===== src/hw/rtl/spq_pkg.sv =====
// ----------------------------------------------------------------------------
// Sorted priority queue package
// Shared codes, field widths and the result record of the sorted priority
// queue unit.
// ----------------------------------------------------------------------------
package spq_pkg;

	localparam int MODE_W   = 2;
	localparam int ID_W     = 16;
	localparam int PRIO_W   = 8;
	localparam int STATUS_W = 2;
	localparam int COUNT_W  = 5;

	typedef enum logic [MODE_W-1:0] {
		MODE_INSERT     = 2'd0,
		MODE_REMOVE_PRI = 2'd1,
		MODE_REMOVE_TOP = 2'd2,
		MODE_NOP        = 2'd3
	} mode_t;

	typedef enum logic [STATUS_W-1:0] {
		STATUS_OK    = 2'd0,
		STATUS_FULL  = 2'd1,
		STATUS_EMPTY = 2'd2
	} status_t;

	typedef enum logic [3:0] {
		S_IDLE  = 4'b0001,
		S_INS   = 4'b0010,
		S_PURGE = 4'b0100,
		S_DONE  = 4'b1000
	} state_t;

	typedef struct packed {
		status_t             status;
		logic [COUNT_W-1:0]  removed_count;
		logic [COUNT_W-1:0]  occupancy;
		logic                head_valid;
		logic [ID_W-1:0]     head_id;
		logic [PRIO_W-1:0]   head_priority;
	} result_t;

endpackage


===== src/hw/rtl/spq_store.sv =====
// ----------------------------------------------------------------------------
// Sorted priority queue entry store
// Single-port-write, single-port-read entry memory with registered read data.
// ----------------------------------------------------------------------------
module spq_store #(
	parameter int CAPACITY = 16,
	parameter int ID_W     = 16,
	parameter int PRIO_W   = 8
) (
	input  logic                        clk,
	input  logic                        we,
	input  logic [$clog2(CAPACITY)-1:0] waddr,
	input  logic [ID_W-1:0]             wid,
	input  logic [PRIO_W-1:0]           wprio,
	input  logic [$clog2(CAPACITY)-1:0] raddr,
	output logic [ID_W-1:0]             rid,
	output logic [PRIO_W-1:0]           rprio
);

	logic [ID_W-1:0]   id_mem   [CAPACITY];
	logic [PRIO_W-1:0] prio_mem [CAPACITY];
	logic [ID_W-1:0]   rid_q;
	logic [PRIO_W-1:0] rprio_q;

	always_ff @(posedge clk) begin
		if (we) begin
			id_mem[waddr]   <= wid;
			prio_mem[waddr] <= wprio;
		end
		rid_q   <= id_mem[raddr];
		rprio_q <= prio_mem[raddr];
	end

	assign rid   = rid_q;
	assign rprio = rprio_q;

endmodule


===== src/hw/rtl/spq_seq.sv =====
// ----------------------------------------------------------------------------
// Sorted priority queue sequencer
// Walks the entry store one entry per cycle with a single compare unit to
// insert in order or to remove and compact all entries of one priority.
// ----------------------------------------------------------------------------
module spq_seq #(
	parameter int CAPACITY = 16,
	parameter int ID_W     = 16,
	parameter int PRIO_W   = 8
) (
	input  logic                    clk,
	input  logic                    arst_n,
	input  logic                    in_valid,
	output logic                    in_ready,
	input  spq_pkg::mode_t          mode,
	input  logic [ID_W-1:0]         entry_id,
	input  logic [PRIO_W-1:0]       priority_req,
	output logic                    res_valid,
	input  logic                    res_ready,
	output spq_pkg::result_t        res
);

	localparam int AddrW  = $clog2(CAPACITY);
	localparam int CntW   = $clog2(CAPACITY + 1);
	localparam int CountW = spq_pkg::COUNT_W;
	localparam int IdF    = spq_pkg::ID_W;
	localparam int PrioF  = spq_pkg::PRIO_W;

	spq_pkg::state_t  state_q;
	logic [CntW-1:0]  count_q;
	logic [CntW-1:0]  k_q;
	logic [CntW-1:0]  w_q;
	logic [CntW-1:0]  gone_q;
	logic [ID_W-1:0]  new_id_q;
	logic [PRIO_W-1:0] new_prio_q;
	spq_pkg::status_t status_q;
	logic [ID_W-1:0]  head_id_q;
	logic [PRIO_W-1:0] head_prio_q;

	logic              mem_we;
	logic [AddrW-1:0]  mem_waddr;
	logic [ID_W-1:0]   mem_wid;
	logic [PRIO_W-1:0] mem_wprio;
	logic [AddrW-1:0]  mem_raddr;
	logic [ID_W-1:0]   rd_id;
	logic [PRIO_W-1:0] rd_prio;

	logic accept;
	logic full;
	logic empty;
	logic is_remove;
	logic shift;
	logic drop;
	logic [CntW-1:0] k_back;

	spq_store #(
		.CAPACITY (CAPACITY),
		.ID_W     (ID_W),
		.PRIO_W   (PRIO_W)
	) u_store (
		.clk   (clk),
		.we    (mem_we),
		.waddr (mem_waddr),
		.wid   (mem_wid),
		.wprio (mem_wprio),
		.raddr (mem_raddr),
		.rid   (rd_id),
		.rprio (rd_prio)
	);

	assign in_ready  = (state_q == spq_pkg::S_IDLE);
	assign accept    = in_valid && in_ready;
	assign full      = (count_q == CntW'(CAPACITY));
	assign empty     = (count_q == '0);
	assign is_remove = (mode == spq_pkg::MODE_REMOVE_PRI) || (mode == spq_pkg::MODE_REMOVE_TOP);
	assign shift     = (state_q == spq_pkg::S_INS) && (k_q != '0) && (rd_prio < new_prio_q);
	assign drop      = (state_q == spq_pkg::S_PURGE) && (rd_prio == new_prio_q);
	assign k_back    = k_q - CntW'(2);

	always_comb begin
		mem_we    = 1'b0;
		mem_waddr = '0;
		mem_wid   = new_id_q;
		mem_wprio = new_prio_q;
		mem_raddr = '0;
		unique case (state_q)
			spq_pkg::S_IDLE: begin
				if (accept && mode == spq_pkg::MODE_INSERT && !full) begin
					if (empty) begin
						mem_we    = 1'b1;
						mem_wid   = entry_id;
						mem_wprio = priority_req;
					end else begin
						mem_raddr = AddrW'(count_q - CntW'(1));
					end
				end
			end
			spq_pkg::S_INS: begin
				mem_we    = 1'b1;
				mem_waddr = k_q[AddrW-1:0];
				if (shift) begin
					mem_wid   = rd_id;
					mem_wprio = rd_prio;
					mem_raddr = k_back[AddrW-1:0];
				end
			end
			spq_pkg::S_PURGE: begin
				mem_raddr = k_q[AddrW-1:0];
				if (!drop) begin
					mem_we    = 1'b1;
					mem_waddr = w_q[AddrW-1:0];
					mem_wid   = rd_id;
					mem_wprio = rd_prio;
				end
			end
			spq_pkg::S_DONE: begin
			end
			default: begin
			end
		endcase
	end

	always_ff @(posedge clk or negedge arst_n) begin
		if (!arst_n) begin
			state_q <= spq_pkg::S_IDLE;
			count_q <= '0;
		end else begin
			unique case (state_q)
				spq_pkg::S_IDLE: begin
					if (accept) begin
						if (mode == spq_pkg::MODE_INSERT) begin
							if (full) begin
								state_q <= spq_pkg::S_DONE;
							end else if (empty) begin
								count_q <= CntW'(1);
								state_q <= spq_pkg::S_DONE;
							end else begin
								state_q <= spq_pkg::S_INS;
							end
						end else if (is_remove && !empty) begin
							state_q <= spq_pkg::S_PURGE;
						end else begin
							state_q <= spq_pkg::S_DONE;
						end
					end
				end
				spq_pkg::S_INS: begin
					if (!shift) begin
						count_q <= count_q + CntW'(1);
						state_q <= spq_pkg::S_DONE;
					end
				end
				spq_pkg::S_PURGE: begin
					if (k_q == count_q) begin
						count_q <= drop ? w_q : w_q + CntW'(1);
						state_q <= spq_pkg::S_DONE;
					end
				end
				spq_pkg::S_DONE: begin
					if (res_ready) begin
						state_q <= spq_pkg::S_IDLE;
					end
				end
				default: begin
					state_q <= spq_pkg::S_IDLE;
				end
			endcase
		end
	end

	always_ff @(posedge clk) begin
		if (accept) begin
			status_q <= spq_pkg::STATUS_OK;
			gone_q   <= '0;
			w_q      <= '0;
			new_id_q <= entry_id;
			if (mode == spq_pkg::MODE_REMOVE_TOP) begin
				new_prio_q <= head_prio_q;
			end else begin
				new_prio_q <= priority_req;
			end
			if (mode == spq_pkg::MODE_INSERT) begin
				k_q <= count_q;
				if (full) begin
					status_q <= spq_pkg::STATUS_FULL;
				end
			end else begin
				k_q <= CntW'(1);
				if (is_remove && empty) begin
					status_q <= spq_pkg::STATUS_EMPTY;
				end
			end
		end else if (shift) begin
			k_q <= k_q - CntW'(1);
		end else if (state_q == spq_pkg::S_PURGE) begin
			k_q <= k_q + CntW'(1);
			if (drop) begin
				gone_q <= gone_q + CntW'(1);
			end else begin
				w_q <= w_q + CntW'(1);
			end
		end
		if (mem_we && mem_waddr == '0) begin
			head_id_q   <= mem_wid;
			head_prio_q <= mem_wprio;
		end
	end

	assign res_valid             = (state_q == spq_pkg::S_DONE);
	assign res.status            = status_q;
	assign res.removed_count     = CountW'(gone_q);
	assign res.occupancy         = CountW'(count_q);
	assign res.head_valid        = !empty;
	assign res.head_id           = empty ? '0 : IdF'(head_id_q);
	assign res.head_priority     = empty ? '0 : PrioF'(head_prio_q);

	a_count_bound: assert property (@(posedge clk) disable iff (!arst_n)
		count_q <= CntW'(CAPACITY))
		else $error("entry count exceeds capacity");

	a_purge_order: assert property (@(posedge clk) disable iff (!arst_n)
		state_q == spq_pkg::S_PURGE |-> (w_q < k_q) && (k_q <= count_q))
		else $error("compaction write pointer passed read pointer");

	a_insert_grows: assert property (@(posedge clk) disable iff (!arst_n)
		(state_q == spq_pkg::S_INS && !shift) |=> count_q == $past(count_q) + CntW'(1))
		else $error("insert did not add exactly one entry");

	a_purge_balance: assert property (@(posedge clk) disable iff (!arst_n)
		(state_q == spq_pkg::S_PURGE && k_q == count_q) |=>
		count_q + gone_q == $past(count_q))
		else $error("removed and kept entries do not add up");

	a_insert_not_full: assert property (@(posedge clk) disable iff (!arst_n)
		state_q == spq_pkg::S_INS |-> !full)
		else $error("insert walk started on a full queue");

endmodule


===== src/hw/rtl/sorted_priority_queue_unit.sv =====
// ----------------------------------------------------------------------------
// Sorted priority queue unit
// Bounded queue of (id, priority) entries kept in descending priority order,
// first-in first-out among equal priorities, with one result per item.
// ----------------------------------------------------------------------------
//  Channel  Signals                                   Direction
//  in       in_valid, in_ready, mode, entry_id,       into the unit
//           priority_req
//  out      out_valid, out_ready, status,              out of the unit
//           removed_count, occupancy, head_valid,
//           head_id, head_priority
//
// An insert into a non-empty queue walks back over each entry of lower priority
// and moves it back one place, and an insert into an empty queue writes directly;
// a removal walks every entry held.
// Both walks are set by the single read and write port of the entry store.
// A full insert, a removal on an empty queue and the unused mode go straight to the result.
// Reset clears the entry count but not the entry store; the store needs no clearing pass.
// A finished result waits in the output register while the next item is taken.
// ----------------------------------------------------------------------------
module sorted_priority_queue_unit #(
	parameter int CAPACITY  = 16,
	parameter int PRIO_BITS = 8,
	parameter int ID_BITS   = 16
) (
	input  logic                          clk,
	input  logic                          arst_n,
	input  logic                          in_valid,
	output logic                          in_ready,
	input  logic [spq_pkg::MODE_W-1:0]    mode,
	input  logic [spq_pkg::ID_W-1:0]      entry_id,
	input  logic [spq_pkg::PRIO_W-1:0]    priority_req,
	output logic                          out_valid,
	input  logic                          out_ready,
	output logic [spq_pkg::STATUS_W-1:0]  status,
	output logic [spq_pkg::COUNT_W-1:0]   removed_count,
	output logic [spq_pkg::COUNT_W-1:0]   occupancy,
	output logic                          head_valid,
	output logic [spq_pkg::ID_W-1:0]      head_id,
	output logic [spq_pkg::PRIO_W-1:0]    head_priority
);

	localparam int IdW   = (ID_BITS < spq_pkg::ID_W) ? ID_BITS : spq_pkg::ID_W;
	localparam int PrioW = (PRIO_BITS < spq_pkg::PRIO_W) ? PRIO_BITS : spq_pkg::PRIO_W;

	logic             res_valid;
	logic             res_ready;
	spq_pkg::result_t res;
	spq_pkg::result_t out_q;
	logic             out_valid_q;

	spq_seq #(
		.CAPACITY (CAPACITY),
		.ID_W     (IdW),
		.PRIO_W   (PrioW)
	) u_seq (
		.clk          (clk),
		.arst_n       (arst_n),
		.in_valid     (in_valid),
		.in_ready     (in_ready),
		.mode         (spq_pkg::mode_t'(mode)),
		.entry_id     (entry_id[IdW-1:0]),
		.priority_req (priority_req[PrioW-1:0]),
		.res_valid    (res_valid),
		.res_ready    (res_ready),
		.res          (res)
	);

	assign res_ready = !out_valid_q || out_ready;

	always_ff @(posedge clk or negedge arst_n) begin
		if (!arst_n) begin
			out_valid_q <= 1'b0;
		end else if (res_valid && res_ready) begin
			out_valid_q <= 1'b1;
		end else if (out_ready) begin
			out_valid_q <= 1'b0;
		end
	end

	always_ff @(posedge clk) begin
		if (res_valid && res_ready) begin
			out_q <= res;
		end
	end

	assign out_valid     = out_valid_q;
	assign status        = out_q.status;
	assign removed_count = out_q.removed_count;
	assign occupancy     = out_q.occupancy;
	assign head_valid    = out_q.head_valid;
	assign head_id       = out_q.head_id;
	assign head_priority = out_q.head_priority;

endmodule


===== config.mk =====
export PLATFORM = sky130hd
export DESIGN_NAME = sorted_priority_queue_unit
export DESIGN_NICKNAME = d
export VERILOG_FILES = /design/src/hw/rtl/spq_pkg.sv /design/src/hw/rtl/spq_store.sv /design/src/hw/rtl/spq_seq.sv /design/src/hw/rtl/sorted_priority_queue_unit.sv
export SDC_FILE = /design/constraint.sdc
export NUM_CORES = 1
export LEC_CHECK = 0
export ABC_AREA = 0
export BUFFER_PORTS_ARGS = -buffer_cell sky130_fd_sc_hd__buf_2
export CORE_MARGIN = 2
export CORE_UTILIZATION = 44
export CTS_CLUSTER_DIAMETER = 60
export DETAILED_ROUTE_END_ITERATION = 10
export PLACE_DENSITY = 0.64
export SYNTH_ARGS = -nofsm -noshare
export SYNTH_HDL_FRONTEND = slang
export SYNTH_SLANG_ARGS = --single-unit

===== constraint.sdc =====
create_clock -name clk -period 7.4 [get_ports clk]
set_input_delay 0.74 -clock clk [delete_from_list [all_inputs] [get_ports clk]]
set_output_delay 0.74 -clock clk [all_outputs]
set_load 0.005 [all_outputs]

==> results of run 1 <==
==> layout make-up <==
cell class | instances | area, sq um
clock buffer | 62 | 1330
inverter | 24 | 90.1
sequential | 496 | 14500
clock inverter | 26 | 263
timing repair buffer | 100 | 593
tap | 600 | 751
multi-input combinational | 782 | 5440
fill | 3802 | 22500
==> cells by family after synthesis <==
group                      count (synthesis)  share of synthesized area, %
DFF                                      496                          71.5
and+or+nand+nor                          395                          9.40
AOI/OAI and AO/OA                        214                          7.79
muxes                                    132                          6.86
buffers and inverters                    107                          2.20
adders and majority gates                 22                          1.39
xor gates and xnor gates                  19                         0.821
==> routing by layer <==
layer,vias to the layer above,routed length (microns)
li1,5423,-
met5,-,0
met4,0,1520
met2,537,24800
met1,6290,22100
met3,78,3820
==> registers in the layout (all words and copies together) (netlist names), 5 cells and up <==
| register | cells |
|---|---|
| head_id | 16 |
| head_priority | 8 |
| occupancy | 5 |
| removed_count | 5 |
| u_seq.count_q | 5 |
| u_seq.gone_q | 5 |
| u_seq.head_id_q | 15 |
| u_seq.k_q | 5 |
| u_seq.new_id_q | 16 |
| u_seq.new_prio_q | 8 |
| u_seq.u_store.id_mem | 241 |
| u_seq.u_store.prio_mem | 128 |
| u_seq.u_store.rid | 16 |
| u_seq.u_store.rprio | 8 |
| u_seq.w_q | 5 |
==> path summary, 6_finish.rpt <==
check                             startpoint                    to  slack (ns)  depth (start not counted)
max in group asynchronous             arst_n      u_seq.state_q[0]        7.11                          1
setup / recovery            u_seq.state_q[3]  u_seq.u_store.rid[7]        2.05                         13
hold / removal                        arst_n      u_seq.count_q[0]        0.03                          1
hold reg to reg            u_seq.status_q[0]             status[0]        0.43                          0
min in group clk                 entry_id[1]     u_seq.new_id_q[1]        0.36                          1
setup reg to reg            u_seq.state_q[3]  u_seq.u_store.rid[7]        2.05                         13
==> through the flow <==
stage	total power, W	utilization, %	std cells
2_1_floorplan	0.00483	-	1385
3_3_place_gp	0.00547	47.0	2002
4_1_cts	0.00797	50.5	2090
6_report	0.00795	50.5	2090
3_5_place_dp	0.00552	47.0	2002
5_1_grt	0.00825	50.5	2090
==> power by group through the flow <==
stage	combinational [W]	clock, W	sequential [W]
5_1_grt	0.00172	0.00262	0.00392
3_5_place_dp	0.00157	0	0.00395
3_3_place_gp	0.00153	0	0.00394
2_1_floorplan	0.000969	0	0.00386
4_1_cts	0.00158	0.00251	0.00389
6_report	0.00158	0.00248	0.00390
==> cells in the final DEF (no fill, tap or decap), drive strengths merged, types with 28 or more instances in the layout <==
master  instances
edfxtp        452
nand2         167
buf           100
mux2i          76
clkbuf         62
mux2           56
nand3          56
and3           52
nor2           36
a21oi          34
dfxtp          34
a211oi         29
o22ai          28
==> worst max-delay path, stage by stage (launching register included) <==
cell and delay, ns:
dfrtp_1 0.46, or4b_1 0.76, a211o_1 0.40, or2_2 0.32, nand2b_1 0.33, inv_1 0.21
ha_1 0.18, and3b_1 0.16, a31oi_1 0.07, o32a_2 0.72, or3_1 0.81, buf_4 0.38
o32ai_1 0.31, nor4_1 0.09
==> metrics.txt, run 1 <==
status=complete, no violations; Post-DP Area=~21000 sq um; final period demand of the worst path=~5.4 ns; Comb pwr share=just under 20%; CTS tree=built; 1st-pass router iterations=5; post-synth top area share=66.9%; setup TNS=0 ns; cell taking the most area after synthesis=edfxtp_1; worst hold slack=roughly 0.025 ns; Max-slew headroom=25.0%; share of cells above drive strength 1=18.9%; sequential area share after synthesis=between 70% and 80%; #FFs+latches synth=496; Flop pwr share=49.0%; maximum vdd drop=0.000222 V; Tightest Pin Transition=around 1.1 ns; M3 GR Usage=around 3.0%; Nets=between 1500 and 2000; Detail Route Antenna Nets=0; Hold Path Class=input port to async pin; average size of a mapped cell=around 15 sq um; post-route cell area=23000 sq um; WP data required=7.84 ns; GRT Residual Overflow=0; critical path fanouts, max=a little under 50; Net Count, Synth=1437; largest net degree at the start of global routing=97; number of clock sinks=slightly below 500; Syn-to-layout area delta=13.3%; I/O pin cnt=between 60 and 70; leakage power=between 8 and 9 nW; first-pass GRT wire length=around 80000 microns; post-CTS sizing=0; Initial Utilization=44.6%; # DRC=0; clock buffer depth=3; Die ar.=47800 sq um; Final Hold Fails=0; final setup margin=2.05 ns; Num CTS Buffers=~50; die width=between 200 and 250 microns; Internal=approximately 0.0056 W; diodes inserted=0; ys flop type=edfxtp_1; top post-synthesis cells by count=edfxtp_1, nand2_1, mux2i_1, clkbuf_1; Sw Pwr=between 0.002 and 0.0025 W; final wirelength=52200 microns; IO Port Bufs=just under 70; Sw Ratio=between 20 and 30%; root buffer cell=clkbuf_16; DR iter-0 viols=about 1300; met1 Resource Use GR=a little under a third; DIE HEIGHT=roughly 220 microns; Post-Place Worst Slack=around 2.1 ns; post-CTS setup buffers=0; Syn Inst Count=1385; dpl hpwl=~30000 microns; H-tree Lvls=2; Vias=12328; clock slew at reported path FFs=0.06 ns; Routability Congestion=around 0.9; CP startpoint kind=flip-flop; RSZ-0062 raised after global routing=no; CP endpoint kind=flip-flop; most frequent cell after synthesis=edfxtp_1; Final Max Tran Viols=0; synth warn=0; Distinct cells, synth=57; PwrDens=between 300 and 400 nW/um^2; number of flops mapped to enable cells by yosys=452; vias per inst=between 5 and 6; GR Layer Usage met2=about 36%; initial antenna violation count=0; core area=approximately 45000 sq um; clock power share=between 30% and 40%; part of the cycle the worst path needs=between 70 and 80%; fmax=0.187 GHz; GRT Util Overall=between 20% and 30%; Max Cap Viol=0; asr flop ratio synth=approximately 2.0%; Fin Clk Skew=a little under 0.03 ns; final setup fails=0; worst-skew pair later-pin latency=between 0.5 and 0.6 ns; post-cts hold buffer count=0; # rows=78; top cells by area, synth=edfxtp_1, mux2i_1, dfxtp_1, mux2_2, nand2_1; post-DR wirelength/cell=25.0 microns; Worst Setup Path Type=flip-flop to flip-flop; vias in the first global route=between 10000 and 15000; GRT busiest layer=met2; Post-Syn Area=20300 sq um; Worst EP arrival=5.79 ns
No activity file was read; power rests on OpenSTA's default activity.
==> run 2: changes to the inputs <==
Settings changed: ABC_AREA 0 to 1.
Clock period 7.4 ns to 5.32 ns, I/O delays scaled along.
==> metrics.txt, run 2 <==
most common cell after layout, fill and taps aside=inv_1 (was edfxtp_1); Syn Inst Count=2163 (was 1385); Max Cap Viol=0 (unchanged); leakage power=10.7 nW (was 8.10 nW); Min-Delay Endpoint=u_seq.new_id_q[9]; final wirelength=62200 microns (was 52200 microns); # DRC=0 (unchanged); Max-slew headroom=28.3% (was 25.0%); CP endpoint kind=flip-flop (unchanged); worst r2r src=u_seq.new_prio_q[7] (was u_seq.state_q[3]); Num CTS Buffers=49 (unchanged); most frequent cells in the layout=inv_1, edfxtp_1, nand3_1 (was edfxtp_1, nand2_1, mux2i_1); Syn-to-layout area delta=12.7% (was 13.3%); DIE HEIGHT=230 microns (was 219 microns); first-pass GRT wire length=94100 microns (was 78100 microns); CTS tree=built (unchanged); average size of a mapped cell=10.4 sq um (was 14.6 sq um); fmax=0.271 GHz (was 0.187 GHz); PwrDens=446 nW/um^2 (was 346 nW/um^2); dpl hpwl=33500 microns (was 30000 microns); sequential area share after synthesis=64.6% (was 71.5%); Nets=2271 (was 1505); largest net degree at the start of global routing=109 (was 97); vias per inst=5.53 (was 5.90); R2R setup slack=1.63 ns (was 2.05 ns); number of flops mapped to enable cells by yosys=452 (unchanged); Routability Congestion=0.855 (was 0.901); GRT Residual Overflow=0 (unchanged); Fin Clk Skew=0.0155 ns (was 0.0296 ns); part of the cycle the worst path needs=69.4% (was 72.3%); number of clock sinks=496 (unchanged); 1st-pass router iterations=6 (was 5); top cells by area, synth=edfxtp_1, inv_1, nand3_1, nand4_1, nand2_1 (was edfxtp_1, mux2i_1, dfxtp_1, mux2_2, nand2_1); vias in the first global route=15682 (was 12235); Worst Setup Path Type=flip-flop to flip-flop (unchanged); GRT Util Overall=23.3% (was 22.1%); Top Registers=u_seq.u_store.id_mem x241, u_seq.u_store.prio_mem x128 (unchanged); WP data required=5.56 ns (was 7.84 ns); Post-Syn Area=22400 sq um (was 20300 sq um); post-DR wirelength/cell=21.2 microns (was 25.0 microns); ys flop type=edfxtp_1 (unchanged); maximum vdd drop=0.000215 V (was 0.000222 V); DR iter-0 viols=1791 (was 1295); post-CTS sizing=0 (unchanged); diodes inserted=0 (unchanged); R2R Path End=u_seq.u_store.id_mem[2][9] (was u_seq.u_store.rid[7]); Detail Route Antenna Nets=0 (unchanged); clock buffer depth=3 (unchanged); Hold Path Origin=entry_id[9]; top post-synthesis cells by count=inv_1, edfxtp_1, nand3_1, nand2_1, nand4_1 (was edfxtp_1, nand2_1, mux2i_1, clkbuf_1); H-tree Lvls=2 (unchanged); CP max stage cell=nand2_1 (was or3_1); status=complete, no violations (unchanged); GRT busiest layer=met2 (unchanged); Net Count, Synth=2215 (was 1437); critical path fanouts, max=16 (was 49); final setup fails=0 (unchanged); asr flop ratio synth=2.02% (unchanged); initial antenna violation count=0 (unchanged); #FFs+latches synth=496 (unchanged); Worst EP arrival=3.93 ns (was 5.79 ns); # rows=82 (was 78); RSZ-0062 raised after global routing=no (unchanged); total power=0.0113 W (was 0.00795 W); Final Max Tran Viols=0 (unchanged); worst-skew pair later-pin latency=0.58 ns (about the same); synth warn=0 (unchanged); crit-path max cell delay=0.81 ns (about the same); CP startpoint kind=flip-flop (unchanged); final period demand of the worst path=3.69 ns (was 5.35 ns); clock slew at reported path FFs=0.06 ns (about the same); Largest register FFs=241 (unchanged); GR Layer Usage met2=39.2% (was 36.3%); M3 GR Usage=3.67% (was 3.05%); share of cells above drive strength 1=11.2% (was 18.9%); setup TNS=0 ns (unchanged); Vias=16206 (was 12328); Hold Path Class=input port to flip-flop (was input port to async pin); Initial Utilization=44.6% (about the same); I/O pin cnt=69 (unchanged); most frequent cell after synthesis=inv_1 (was edfxtp_1); core area=50300 sq um (was 45500 sq um); Final Hold Fails=0 (unchanged); IO Port Bufs=68 (unchanged); Distinct cells, synth=42 (was 57); met1 Resource Use GR=30.3% (was 30.4%); Tightest Pin Transition=1.07 ns (was 1.12 ns); Top reg by flops=u_seq.u_store.id_mem (unchanged); r2r worst-path depth=10 (was 13); Die ar.=52800 sq um (was 47800 sq um); critical path, cell by cell=inv_1 > ha_1 > a21oi_1 > nand3_1 > nor2_1 > and2_1 > inv_2 > nand2_1 > a22oi_1 > o21ai_1 (was or4b_1 > a211o_1 > or2_2 > nand2b_1 > inv_1 > ha_1 > and3b_1 > a31oi_1 > o32a_2 > or3_1 > buf_4 > o32ai_1 > nor4_1); root buffer cell=clkbuf_16 (unchanged); post-synth top area share=60.5% (was 66.9%); die width=230 microns (was 219 microns); cell taking the most area after synthesis=edfxtp_1 (unchanged); hold depth=1
[run 2: cell types whose count changed in the layout (fill, tap and decap cells not counted), moves of 26 or more]
cell / change
and3_1: -51
buf_4: +34
inv_1: +451
mux2_2: -56
mux2i_1: -76
nand2_1: +126
nand3_1: +291
nand4_1: +191
nor2b_1: -26
[run 2: area by class of cell]
type                            count  area, sq um
Fill cell                        4437        25000
Sequential cell                   496        14500
Multi-Input combinational cell   1049         5590
Inverter                          486         1830
Clock buffer                       66         1330
Timing Repair Buffer              137          883
Tap cell                          672          841
Clock inverter                     25          307
[run 2: worst max path at each step]
stage | start | endpoint | slack (ns) | cells past startpoint
after global placement | u_seq.count_q[0] | u_seq.u_store.id_mem[6][15] | 1.37 | 11
final | u_seq.new_prio_q[7] | u_seq.u_store.id_mem[2][9] | 1.63 | 10
after detailed placement | u_seq.count_q[0] | u_seq.u_store.id_mem[8][7] | 1.46 | 11
after CTS | u_seq.count_q[0] | u_seq.u_store.id_mem[11][7] | 1.47 | 11
after floorplan | u_seq.new_prio_q[7] | u_seq.u_store.id_mem[1][0] | 1.33 | 15
after global routing | u_seq.new_prio_q[7] | u_seq.u_store.id_mem[2][9] | 1.40 | 10
[run 2: cells by family after synthesis]
group / count (synthesis) / share of synthesized area, %
AOI/OAI and AO/OA: 107 / 2.88
xor gates and xnor gates: 13 / 0.507
adders and majority gates: 22 / 1.26
buffers and inverters: 618 / 10.9
DFF: 496 / 64.6
and+or+nand+nor: 907 / 19.8
[run 2: per-layer routing]
layer  share of wire [%]  up-vias
li1                    -     7445
met3                 8.5      154
met2                  48      808
met4                 3.6        0
met5                   0        -
met1                  40     7799
[run 2: power breakdown]
part	internal (W)	total, W	switching [W]	leakage, nW
logic	0.000750	0.00253	0.00178	5.38
clock network	0.00210	0.00356	0.00147	0.793
registers	0.00498	0.00517	0.000190	4.49
total	0.00783	0.0113	0.00344	10.7
[run 2: timing repair]
action,CTS,global route
endpoints found under the setup margin,0,0
hold endpoints to repair,9,0
hold buffers,1,0
buffers inserted,0,0
[run 2: worst max-delay path, delay by kind of cell, from the launching register on]
| family | cells | cell delay [ns] |
|---|---|---|
| compound gates | 3 | 0.99 |
| fa+ha+maj | 1 | 0.24 |
| buf+inv | 2 | 0.24 |
| flops | 1 | 0.36 |
| simple gates | 4 | 1.50 |
[run 2: stage by stage]
stage	cells	utilization, %	hold slack (ns)	setup WS (ns)	cell area, sq um
after floorplan	2163	-	0.236	1.33	22400
after global placement	2836	47.0	0.396	1.37	23600
after detailed placement	2839	47.0	0.397	1.46	23600
after CTS	2931	50.3	0.135	1.47	25300
after global routing	2931	50.3	0.143	1.40	25300
final	2931	50.3	0.150	1.63	25300
==> run 3: changes to the inputs <==
Settings changed: ABC_AREA 1 to 0.
Clock period 5.32 ns to 3.45 ns, I/O delays scaled along.
==> metrics.txt, run 3 (synthesized netlist as in run 1, its figures left out) <==
final setup fails=13 (was 0); vias per inst=5.59 (was 5.53); Final Max Tran Viols=0 (unchanged); Syn-to-layout area delta=21.3% (was 12.7%); Top reg by flops=u_seq.u_store.id_mem (unchanged); Initial Utilization=44.6% (about the same); die width=219 microns (was 230 microns); RSZ-0062 raised after global routing=yes (was no); Die ar.=47800 sq um (was 52800 sq um); Largest register FFs=241 (unchanged); Nets=1608 (was 2271); final wirelength=49200 microns (was 62200 microns); clock buffer depth=3 (unchanged); Worst setup endpoint=u_seq.u_store.rid[8] (was u_seq.u_store.id_mem[2][9]); Num CTS Buffers=49 (unchanged); root buffer cell=clkbuf_16 (unchanged); Critical path origin=u_seq.state_q[3] (was u_seq.new_prio_q[7]); vias in the first global route=11845 (was 15682); part of the cycle the worst path needs=102% (was 69.4%); most frequent cells in the layout=edfxtp_1, nand2_1, buf_4 (was inv_1, edfxtp_1, nand3_1); R2R setup slack=-0.06 ns (was 1.63 ns); worst-skew pair later-pin latency=0.57 ns (was 0.58 ns); status=complete, but fails checks (was complete, no violations); dpl hpwl=30800 microns (was 33500 microns); GRT Residual Overflow=0 (unchanged); DR iter-0 viols=1043 (was 1791); failing checks=negative setup slack; largest net degree at the start of global routing=47 (was 109); GRT Util Overall=20.1% (was 23.3%); fmax=0.285 GHz (was 0.271 GHz); WP data required=3.90 ns (was 5.56 ns); post-DR wirelength/cell=22.4 microns (was 21.2 microns); Vias=12271 (was 16206); critical path fanouts, max=11 (was 16); final period demand of the worst path=3.51 ns (was 3.69 ns); Comb pwr share=23.1% (was 22.5%); # rows=78 (was 82); I/O pin cnt=69 (unchanged); share of cells above drive strength 1=27.0% (was 11.2%); H-tree Lvls=2 (unchanged); CP startpoint kind=flip-flop (unchanged); initial antenna violation count=0 (unchanged); Flop pwr share=46.6% (was 45.9%); Fin Clk Skew=0.0155 ns (about the same); clock power share=30.3% (was 31.6%); PwrDens=720 nW/um^2 (was 446 nW/um^2); total power=0.0177 W (was 0.0113 W); 1st-pass router iterations=5 (was 6); Sw Pwr=0.00518 W (was 0.00344 W); # DRC=0 (unchanged); CTS tree=built (unchanged); Sw Ratio=29.2% (was 30.5%); r2r worst-path depth=17 (was 10); Tightest Pin Transition=1.10 ns (was 1.07 ns); Final Hold Fails=0 (unchanged); Routability Congestion=0.885 (was 0.855); final setup margin=-0.0594 ns (was 1.63 ns); maximum vdd drop=0.000431 V (was 0.000215 V); Hold Path Class=input port to flip-flop (unchanged); first-pass GRT wire length=72000 microns (was 94100 microns); clock slew at reported path FFs=0.06 ns (about the same); Max-slew headroom=26.9% (was 28.3%); Internal=0.0125 W (was 0.00783 W); CP endpoint kind=flip-flop (unchanged); Worst Setup Path Type=flip-flop to flip-flop (unchanged); number of clock sinks=496 (unchanged); leakage power=8.81 nW (was 10.7 nW); most common cell after layout, fill and taps aside=edfxtp_1 (was inv_1); R2R Path End=u_seq.u_store.rid[8] (was u_seq.u_store.id_mem[2][9]); Detail Route Antenna Nets=0 (unchanged); IO Port Bufs=68 (unchanged); diodes inserted=0 (unchanged); worst r2r src=u_seq.state_q[3] (was u_seq.new_prio_q[7]); setup TNS=-0.363 ns (was 0 ns); Max Cap Viol=0 (unchanged); DIE HEIGHT=219 microns (was 230 microns); core area=45500 sq um (was 50300 sq um); Top Registers=u_seq.u_store.id_mem x241, u_seq.u_store.prio_mem x128 (unchanged); Worst EP arrival=3.96 ns (was 3.93 ns)
==> run 3: cell types whose count changed in the layout (fill, tap and decap cells not counted), sizes merged, moves of 24 or more <==
cell and delta:
a21boi +24, o32ai +24, nand3 -296, nor2b +27, nand4 -191, and3 +52, inv -461, nor4 +24
mux2 +56, a211oi +29, buf +47, nand2 -131, mux2i +76
==> run 3: power groups by stage <==
stage	registers, W	logic (W)	clock network (W)
final	0.00825	0.00410	0.00536
after global routing	0.00830	0.00444	0.00565
after floorplan	0.00828	0.00218	0
after global placement	0.00837	0.00375	0
after detailed placement	0.00838	0.00384	0
after CTS	0.00826	0.00387	0.00543
==> run 3: final cells by class <==
| type | count | area [sq um] |
|---|---|---|
| well taps | 600 | 751 |
| repair buffers | 203 | 1830 |
| flip-flops and latches | 496 | 14500 |
| inverters | 24 | 95.1 |
| fillers | 3643 | 20900 |
| multi-input cells | 782 | 5790 |
| clock inverters | 21 | 224 |
| clock buffers | 69 | 1400 |
==> run 3: critical path: stages (launching register included) <==
cell	delay (ns)
dfrtp_1	0.38
or4b_4	0.53
a211o_1	0.27
or2_4	0.26
nand2b_4	0.15
clkinv_4	0.06
ha_4	0.10
and3b_2	0.19
a31oi_4	0.05
o32ai_4	0.27
buf_12	0.21
buf_12	0.13
clkbuf_16	0.15
mux2i_1	0.18
mux2i_1	0.09
buf_4	0.16
o32ai_2	0.11
nor4_1	0.07
==> run 3: per-layer routing <==
layer / up-vias / part of all wire, % / routed length, microns / global-route usage (%)
li1: 5639 / - / - / -
met1: 6198 / 45 / 22100 / 28.7
met2: 365 / 47 / 23200 / 32.0
met3: 69 / 5.9 / 2920 / 3.19
met4: 0 / 2.1 / 1030 / 5.38
met5: - / 0 / 0 / 0
==> run 3: timing repair <==
item / in CTS / in global routing
buffers inserted: 0 / 8
gates resized for setup: 4 / 42
hold buffers: 14 / 0
endpoints found under the setup margin: 19 / 274
endpoints found under the hold margin: 23 / 0
pin swaps: 3 / 4
gates cloned: 0 / 6
==> run 3: worst min-delay path by stage <==
stage / from / end / cells past startpoint
2_1_floorplan: arst_n / out_valid / 0
3_3_place_gp: arst_n / u_seq.count_q[1] / 1
3_5_place_dp: arst_n / out_valid / 1
4_1_cts: entry_id[3] / u_seq.new_id_q[3] / 1
5_1_grt: entry_id[3] / u_seq.new_id_q[3] / 1
6_report: entry_id[3] / u_seq.new_id_q[3] / 1
==> run 3: stage by stage <==
| stage | hold slack (ns) | instance area [sq um] | std cells | utilization [%] | worst slack, ns |
|---|---|---|---|---|---|
| global placement | 0.221 | 22400 | 2077 | 49.3 | -0.00974 |
| finish | 0.0169 | 24600 | 2195 | 54.1 | -0.0594 |
| floorplan | 0.0494 | 20600 | 1385 | - | -0.380 |
| CTS | 0.00155 | 24200 | 2181 | 53.2 | -0.0257 |
| detailed placement | 0.224 | 22400 | 2077 | 49.3 | -0.0503 |
| global route | 0.000865 | 24600 | 2195 | 54.1 | -0.162 |
